==> config.mk <==
export PLATFORM = sky130hd
export DESIGN_NAME = deque_with_reverse
export DESIGN_NICKNAME = d
export VERILOG_FILES = /design/src/design/dwr_pkg.sv /design/src/design/deque_with_reverse.sv
export VERILOG_INCLUDE_DIRS = /design/src /design/src/design
export SDC_FILE = /design/constraint.sdc
export NUM_CORES = 2
export LEC_CHECK = 0
export ABC_AREA = 1
export BUFFER_PORTS_ARGS = -buffer_cell sky130_fd_sc_hd__buf_2
export CAP_MARGIN = 20
export CORE_ASPECT_RATIO = 1.4
export CORE_UTILIZATION = 40
export DETAILED_ROUTE_END_ITERATION = 8
export GPL_ROUTABILITY_DRIVEN = 0
export PLACE_DENSITY = 0.57
export SLEW_MARGIN = 20
export SYNTH_ARGS = -nofsm -noshare
export SYNTH_HDL_FRONTEND = slang
export SYNTH_SLANG_ARGS = --single-unit
==> constraint.sdc <==
create_clock -name clk_i -period 6.83 [get_ports clk_i]
set_input_delay 1.0245 -clock clk_i [delete_from_list [all_inputs] [get_ports clk_i]]
set_output_delay 1.0245 -clock clk_i [all_outputs]
set_load 0.02 [all_outputs]
==> src/design/deque_with_reverse_defines.svh <==
// Assertion macros for the deque_with_reverse block.
`ifndef DEQUE_WITH_REVERSE_DEFINES_SVH
`define DEQUE_WITH_REVERSE_DEFINES_SVH

`ifndef SYNTHESIS

// Clocked property check, disabled while reset is asserted.
`define DWR_ASSERT(lbl, clk, rst_n, prop, msg) \
  lbl: assert property (@(posedge clk) disable iff (!rst_n) (prop)) else $error(msg);

// Condition that must never be true.
`define DWR_ASSERT_NEVER(lbl, clk, rst_n, cond, msg) \
  `DWR_ASSERT(lbl, clk, rst_n, !(cond), msg)

`else

`define DWR_ASSERT(lbl, clk, rst_n, prop, msg)
`define DWR_ASSERT_NEVER(lbl, clk, rst_n, cond, msg)

`endif

`endif

==> src/design/dwr_pkg.sv <==
// Types and codes shared by the deque_with_reverse block.
`default_nettype none

package dwr_pkg;

  localparam int unsigned DepthDefault = 64;

  typedef enum logic [2:0] {
    OP_PUSH_FRONT = 3'd0,
    OP_PUSH_BACK  = 3'd1,
    OP_POP_FRONT  = 3'd2,
    OP_POP_BACK   = 3'd3,
    OP_LIST       = 3'd4,
    OP_REVERSE    = 3'd5
  } opcode_e;

  typedef enum logic [1:0] {
    STAT_LISTED = 2'd0,
    STAT_EMPTY  = 2'd1,
    STAT_FULL   = 2'd2
  } status_e;

  typedef enum logic {
    S_IDLE = 1'b0,
    S_LIST = 1'b1
  } state_e;

  typedef struct packed {
    logic [2:0]         opcode;
    logic signed [31:0] data_value;
  } cmd_t;

  typedef struct packed {
    logic signed [31:0] item_value;
    logic [1:0]         status;
    logic               last;
  } res_t;

endpackage

`default_nettype wire

==> src/design/deque_with_reverse.sv <==
// A push gives no result (busy stays low, one push per cycle while not listing); a refused push
// or an operation on an empty queue gives its status result in the cycle after acceptance.
// Listing (pop, list, reverse) of n elements: results follow the listing state through the
// store read register, one per cycle; busy is high for n reads, set by the single ring store read port.
// Reset (rst_ni low, asynchronous) clears front position, count, reverse flag and the
// sequencer; the ring store is not cleared. Results cannot be stalled by the receiver.
`default_nettype none
`include "deque_with_reverse_defines.svh"

module deque_with_reverse #(
  parameter int unsigned DEPTH = dwr_pkg::DepthDefault
) (
  input  wire logic          clk_i,
  input  wire logic          rst_ni,
  input  wire logic          start,
  output logic               busy,
  input  wire dwr_pkg::cmd_t cmd_i,
  output logic               res_valid_o,
  output dwr_pkg::res_t      res_o
);

  localparam int unsigned IDXW = $clog2(DEPTH);
  localparam int unsigned CNTW = $clog2(DEPTH + 1);
  localparam logic [IDXW-1:0] LastIdx  = IDXW'(DEPTH - 1);
  localparam logic [CNTW-1:0] DepthCnt = CNTW'(DEPTH);
  localparam logic [CNTW-1:0] OneCnt   = CNTW'(1);

  // ring position helpers
  function automatic logic [IDXW-1:0] wrap_add(logic [IDXW-1:0] a, logic [CNTW-1:0] b);
    logic [CNTW:0] s;
    s = (CNTW+1)'(a) + (CNTW+1)'(b);
    if (s >= (CNTW+1)'(DEPTH)) s = s - (CNTW+1)'(DEPTH);
    return s[IDXW-1:0];
  endfunction

  function automatic logic [IDXW-1:0] wrap_inc(logic [IDXW-1:0] a);
    return (a == LastIdx) ? '0 : a + IDXW'(1);
  endfunction

  function automatic logic [IDXW-1:0] wrap_dec(logic [IDXW-1:0] a);
    return (a == '0) ? LastIdx : a - IDXW'(1);
  endfunction

  // queue state
  dwr_pkg::state_e state_q, state_d;
  logic [IDXW-1:0] front_q, front_d;
  logic [CNTW-1:0] count_q, count_d;
  logic            rev_q, rev_d;

  // listing walk: physical read pointer and elements still to read
  logic [IDXW-1:0] ptr_q, ptr_d;
  logic [CNTW-1:0] rem_q, rem_d;

  // result registers; item value comes from the store read register
  logic            ov_q, ov_d;
  dwr_pkg::status_e ost_q, ost_d;
  logic            olast_q, olast_d;
  logic            omem_q, omem_d;

  // ring store port controls
  logic            mem_we;
  logic [IDXW-1:0] mem_waddr;
  logic [31:0]     mem_wdata;
  logic            mem_re;
  logic [31:0]     mem_rdata_q;
  logic [31:0]     mem_q [DEPTH];

  logic accept;
  logic at_start;
  logic list_go;

  assign busy   = (state_q == dwr_pkg::S_LIST);
  assign accept = start && !busy;

  always_comb begin
    state_d   = state_q;
    front_d   = front_q;
    count_d   = count_q;
    rev_d     = rev_q;
    ptr_d     = ptr_q;
    rem_d     = rem_q;
    ov_d      = 1'b0;
    ost_d     = dwr_pkg::STAT_LISTED;
    olast_d   = 1'b0;
    omem_d    = 1'b0;
    mem_we    = 1'b0;
    mem_waddr = front_q;
    mem_wdata = cmd_i.data_value;
    mem_re    = 1'b0;
    at_start  = 1'b0;
    list_go   = 1'b0;

    unique case (state_q)
      dwr_pkg::S_IDLE: begin
        if (accept) begin
          unique case (cmd_i.opcode)
            dwr_pkg::OP_PUSH_FRONT, dwr_pkg::OP_PUSH_BACK: begin
              if (count_q == DepthCnt) begin
                ov_d    = 1'b1;
                ost_d   = dwr_pkg::STAT_FULL;
                olast_d = 1'b1;
              end else begin
                // push front lands at the physical start unless reversed
                at_start = (cmd_i.opcode == dwr_pkg::OP_PUSH_FRONT) ^ rev_q;
                mem_we   = 1'b1;
                if (at_start) begin
                  front_d   = wrap_dec(front_q);
                  mem_waddr = wrap_dec(front_q);
                end else begin
                  mem_waddr = wrap_add(front_q, count_q);
                end
                count_d = count_q + OneCnt;
              end
            end
            dwr_pkg::OP_POP_FRONT, dwr_pkg::OP_POP_BACK: begin
              if (count_q == '0) begin
                ov_d    = 1'b1;
                ost_d   = dwr_pkg::STAT_EMPTY;
                olast_d = 1'b1;
              end else begin
                at_start = (cmd_i.opcode == dwr_pkg::OP_POP_FRONT) ^ rev_q;
                if (at_start) front_d = wrap_inc(front_q);
                count_d = count_q - OneCnt;
                list_go = 1'b1;
              end
            end
            dwr_pkg::OP_LIST: begin
              list_go = 1'b1;
            end
            dwr_pkg::OP_REVERSE: begin
              if (count_q == '0) begin
                ov_d    = 1'b1;
                ost_d   = dwr_pkg::STAT_EMPTY;
                olast_d = 1'b1;
              end else begin
                rev_d   = ~rev_q;
                list_go = 1'b1;
              end
            end
            default: begin
              // unused codes: no result, no state change
            end
          endcase

          if (list_go) begin
            if (count_d == '0) begin
              // nothing left to list: single empty result
              ov_d    = 1'b1;
              ost_d   = dwr_pkg::STAT_EMPTY;
              olast_d = 1'b1;
            end else begin
              state_d = dwr_pkg::S_LIST;
              rem_d   = count_d;
              ptr_d   = rev_d ? wrap_add(front_d, count_d - OneCnt) : front_d;
            end
          end
        end
      end
      dwr_pkg::S_LIST: begin
        // one read per cycle; the result shows up with the read data next cycle
        mem_re  = 1'b1;
        ov_d    = 1'b1;
        omem_d  = 1'b1;
        olast_d = (rem_q == OneCnt);
        rem_d   = rem_q - OneCnt;
        ptr_d   = rev_q ? wrap_dec(ptr_q) : wrap_inc(ptr_q);
        if (rem_q == OneCnt) state_d = dwr_pkg::S_IDLE;
      end
      default: begin
        state_d = dwr_pkg::S_IDLE;
      end
    endcase
  end

  always_ff @(posedge clk_i or negedge rst_ni) begin
    if (!rst_ni) begin
      state_q <= dwr_pkg::S_IDLE;
      front_q <= '0;
      count_q <= '0;
      rev_q   <= 1'b0;
      ptr_q   <= '0;
      rem_q   <= '0;
      ov_q    <= 1'b0;
      ost_q   <= dwr_pkg::STAT_LISTED;
      olast_q <= 1'b0;
      omem_q  <= 1'b0;
    end else begin
      state_q <= state_d;
      front_q <= front_d;
      count_q <= count_d;
      rev_q   <= rev_d;
      ptr_q   <= ptr_d;
      rem_q   <= rem_d;
      ov_q    <= ov_d;
      ost_q   <= ost_d;
      olast_q <= olast_d;
      omem_q  <= omem_d;
    end
  end

  // Ring store. Writes happen only in idle, reads only while listing,
  // so the sequencer itself keeps the two ports off the same cycle.
  always_ff @(posedge clk_i) begin
    if (mem_we) mem_q[mem_waddr] <= mem_wdata;
    if (mem_re) mem_rdata_q <= mem_q[ptr_q];
  end

  assign res_valid_o      = ov_q;
  assign res_o.item_value = omem_q ? mem_rdata_q : 32'sd0;
  assign res_o.status     = ost_q;
  assign res_o.last       = olast_q;

  // checks
  `DWR_ASSERT_NEVER(a_count_bound, clk_i, rst_ni, count_q > DepthCnt, "count above depth")
  `DWR_ASSERT_NEVER(a_no_write_in_list, clk_i, rst_ni, busy && mem_we, "store write while listing")
  `DWR_ASSERT(a_listed_from_walk, clk_i, rst_ni, (ov_q && ost_q == dwr_pkg::STAT_LISTED) |-> $past(state_q == dwr_pkg::S_LIST), "listed result without a read")
  `DWR_ASSERT(a_push_counts, clk_i, rst_ni, (accept && count_q != DepthCnt && (cmd_i.opcode == dwr_pkg::OP_PUSH_FRONT || cmd_i.opcode == dwr_pkg::OP_PUSH_BACK)) |=> (count_q == $past(count_q) + OneCnt), "push did not grow count")

endmodule

`default_nettype wire

==> summary.md <==
| Metric | Value |
|---|---|
| Syn nets | 6424 |
| Worst Setup EP | mem_q[43][13] |
| Worst r2r path cells | 12 |
| Internal power | 0.0242 W |
| Post-cts sizing count | 0 |
| Synth cell types | 51 |
| Fill count | 18400 |
| Power share of the clock group | 28.3% |
| DR iter-0 viols | 5171 |
| CTS clk-pin slew, worst paths | 0.06 ns |
| Post-layout util | 45.5% |
| Seq. cell area | 63300 um2 |
| Maximum clock frequency | 0.214 GHz |
| Max-Cap Viols | 0 |
| Worst R2R End | mem_q[43][13] |
| Largest net degree at the start of global routing | 198 |
| Cell Pwr Density | 412 nW/um2 |
| H-tree depth | 4 |
| Sw Ratio | 38.1% |
| Tcrit/Tclk final | 68.5% |
| CP Max Fanout | 28 |
| Drt first pass iters | 5 |
| Sequential share of the synthesized area | 75.3% |
| Crit path largest cell delay | 1.10 ns |
| Initial antenna violation count | 3 |
| Syn Inst Count | 6363 |
| I/O Buffers | 74 |
| Final wirelength | 235 mm |
| Pleak | 30.0 nW |
| Global-route wire length before repair | 346 mm |
| Fraction of layout cells with a size suffix above 1 | 9.63% |
| Post-DP Area | 87900 um2 |
| Finished Cell Area | 94700 um2 |
| Number of global-route vias before repair | 51700 |
| Die Area | 212000 um2 |
| Dpl ws | 1.88 ns |
| CP Cell Sequence | inv_1 > ha_1 > nand2_4 > inv_4 > nand2_2 > nand2_2 > nor2_4 > inv_2 > nor3_2 > nand2_1 > nor2_4 > buf_4 |
| Net Switching | 0.0148 W |
| R2R Setup Slk | 2.15 ns |
| Slew headroom | 23.7% |
| Remaining global-route overflow | 0 |
| HP Class | in2async |
| Critical path launch point type | flip-flop |
| Clk root buf | clkbuf_16 |
| Mean Syn Cell Area | 13.2 um2 |
| Max rail drop VDD | 0.000768 V |
| Antenna Nets Post-Route | 0 |
| Clk sinks | 2113 |
| Setup_tns | 0 ns |
| Initial core utilization | 40.3% |
| Worst Max-Slew Pin Slew | 1.14 ns |
| Gr usage total | 21.9% |
| Setup violators final | 0 |
| Final worst clock skew | 0.0706 ns |
| Yosys warning total | 0 |
| Slowest cell on crit path | nor2_4 |
| RSZ-0062 raised after global routing | false |
| Final HPWL DP | 135 mm |
| CTS Hold Bufs | 0 |
| CP Class | reg2reg |
| Average vias per placed instance | 5.75 |
| Synthesis-to-layout area growth | 12.8% |
| FF-to-FF Start | count_q[0] |
| Flops & latches, synth | 2113 |
| Sequential power share | 38.3% |
| Number of top-level pins | 75 |
| Combinational power share | 33.4% |
| Worst skew pair latency | 0.86 ns |
| Max-slew violation count | 0 |
| Final WS setup | 2.15 ns |
| Fin crit period | 4.68 ns |
| Multi-input gate area | 19000 um2 |
| Required @ worst endpoint | 7.33 ns |
| DIE HEIGHT | 544 um |
| Avg WL per Cell | 25.3 um |
| CTS buffer count | 199 |
| Syn Std Cell Area | 84000 um2 |
| CP startpoint | count_q[0] |
| Drt drc | 0 |
| Post CTS Setup Buffer Count | 0 |
| Core area | 208000 um2 |
| Vias | 53500 |
| Setup crit end kind | flip-flop |
| CTS tree | built |
| CTS max path bufs | 3 |
| Std cell rows | 198 |
| Die width | 389 um |
| Final Net Count | 6384 |
| Critical Path AT | 5.18 ns |
| Status | complete, no violations |
| Hold Vio Cnt, Final | 0 |
-- cells in the final DEF, fill, tap and decap left out, types with 6 or more instances in the layout --
master and instances:
edfxtp_1 2080, nor2_1 1063, o21ai_0 1062, nand2_1 414, o22ai_1 319, nand3_1 257
clkbuf_16 202, o221ai_1 197, buf_4 101, inv_1 85, a21oi_1 81, nor2_4 74
o211ai_1 72, buf_2 63, clkinv_1 45, clkbuf_1 43, clkinv_2 36, nand4_1 34
buf_12 32, dfrtp_1 25, ha_1 21, xor2_1 19, bufinv_16 18, inv_2 14
nand3_2 13, buf_16 12, o21ai_1 10, a31oi_1 8, nor3_1 7, clkinv_16 7
clkinvlp_4 6
-- how the worst min path moves through the flow --
stage / startpoint / to / slack [ns] / depth (start not counted)
floorplan: rem_q[6] / rem_q[6] / 0.52 / 2
global placement: rem_q[6] / rem_q[6] / 0.55 / 2
detailed placement: rem_q[6] / rem_q[6] / 0.55 / 2
CTS: rst_ni / count_q[5] / 0.24 / 1
global route: rst_ni / count_q[1] / 0.30 / 1
finish: rst_ni / count_q[2] / 0.27 / 1
-- kinds of logic after synthesis --
family / Yosys count / synth area share [%]
AOI/OAI and AO/OA: 1769 / 12.2
xor gates and xnor gates: 24 / 0.250
DFF: 2113 / 75.3
buffers and inverters: 553 / 2.65
adders and majority gates: 23 / 0.361
and+or+nand+nor: 1881 / 9.16
-- Yosys cell counts, drive strengths merged --
cell type	n	area (um2)
o221ai	198	1740
a211oi	2	15.0
a32o	2	20.0
a311oi	1	8.76
or2	1	6.26
a31oi	8	50.1
a22o	1	8.76
a21o	1	7.51
edfxtp	2080	62500
inv	103	389
nand3	271	1430
clkbuf	353	1330
ha	21	263
and2	1	6.26
nand2	423	1630
nor2	1141	4340
o21ai	1077	5410
a21oi	81	405
a221oi	1	8.76
xnor2	5	43.8
a22oi	1	7.51
o21bai	1	7.51
o22ai	319	2000
clkinv	1	3.75
nor3b	1	7.51
nand4	34	213
buf	96	512
o311ai	1	8.76
dfrtp	33	826
o211ai	74	566
xor2	19	166
nor3	9	61.3
fa	2	40.0
o21a	1	7.51
-- per-layer routing --
metal  share of wire [%]  up-vias  global-route usage [%]
li1                    -    23800                       -
met1                  41    27300                    28.7
met2                  50     1974                    37.6
met3                 6.1      359                    2.77
met4                 2.8        2                    6.99
met5              0.0047        -                       0
-- flip-flops by register name, summed over array words and instances, names as in the netlist --
name and count:
busy 1, mem_q 2048, mem_rdata_q 32, rev_q 1
front_q 6, ptr_q 6, omem_q 1, ost_q 2
rem_q 7, res_valid_o 1, count_q 7, olast_q 1
-- cell type report --
cell class                      count  share of cell area, %
Multi-Input combinational cell   3697                   20.0
Sequential cell                  2113                   66.8
Inverter                          104                  0.436
Clock inverter                    121                   1.33
Timing Repair Buffer              208                   2.16
Tap cell                         2800                   3.70
Clock buffer                      245                   5.51
Antenna cell                        3                0.00792
-- power groups by stage --
stage	clock (W)	combinational, W	sequential (W)
6_report	0.0110	0.0130	0.0149
5_1_grt	0.0117	0.0141	0.0150
4_1_cts	0.0112	0.0130	0.0149
3_5_place_dp	0	0.0129	0.0152
3_3_place_gp	0	0.0128	0.0152
2_1_floorplan	0	0.00830	0.0149
-- per-stage QoR --
step                      power [W]  hold WS (ns)  instances
after floorplan              0.0232         0.517       6363
after global placement       0.0280         0.551       8892
after detailed placement     0.0281         0.551       8908
after CTS                    0.0391         0.241       9274
after global routing         0.0407         0.300       9289
final                        0.0390         0.266       9291
-- worst max-delay path: cells and delay by family (launching register included) --
kind	cells	cell delay, ns
simple gates	7	2.81
buf+inv	4	0.66
flops	1	0.52
fa+ha+maj	1	0.30
Power figures use the tool's default switching activity.
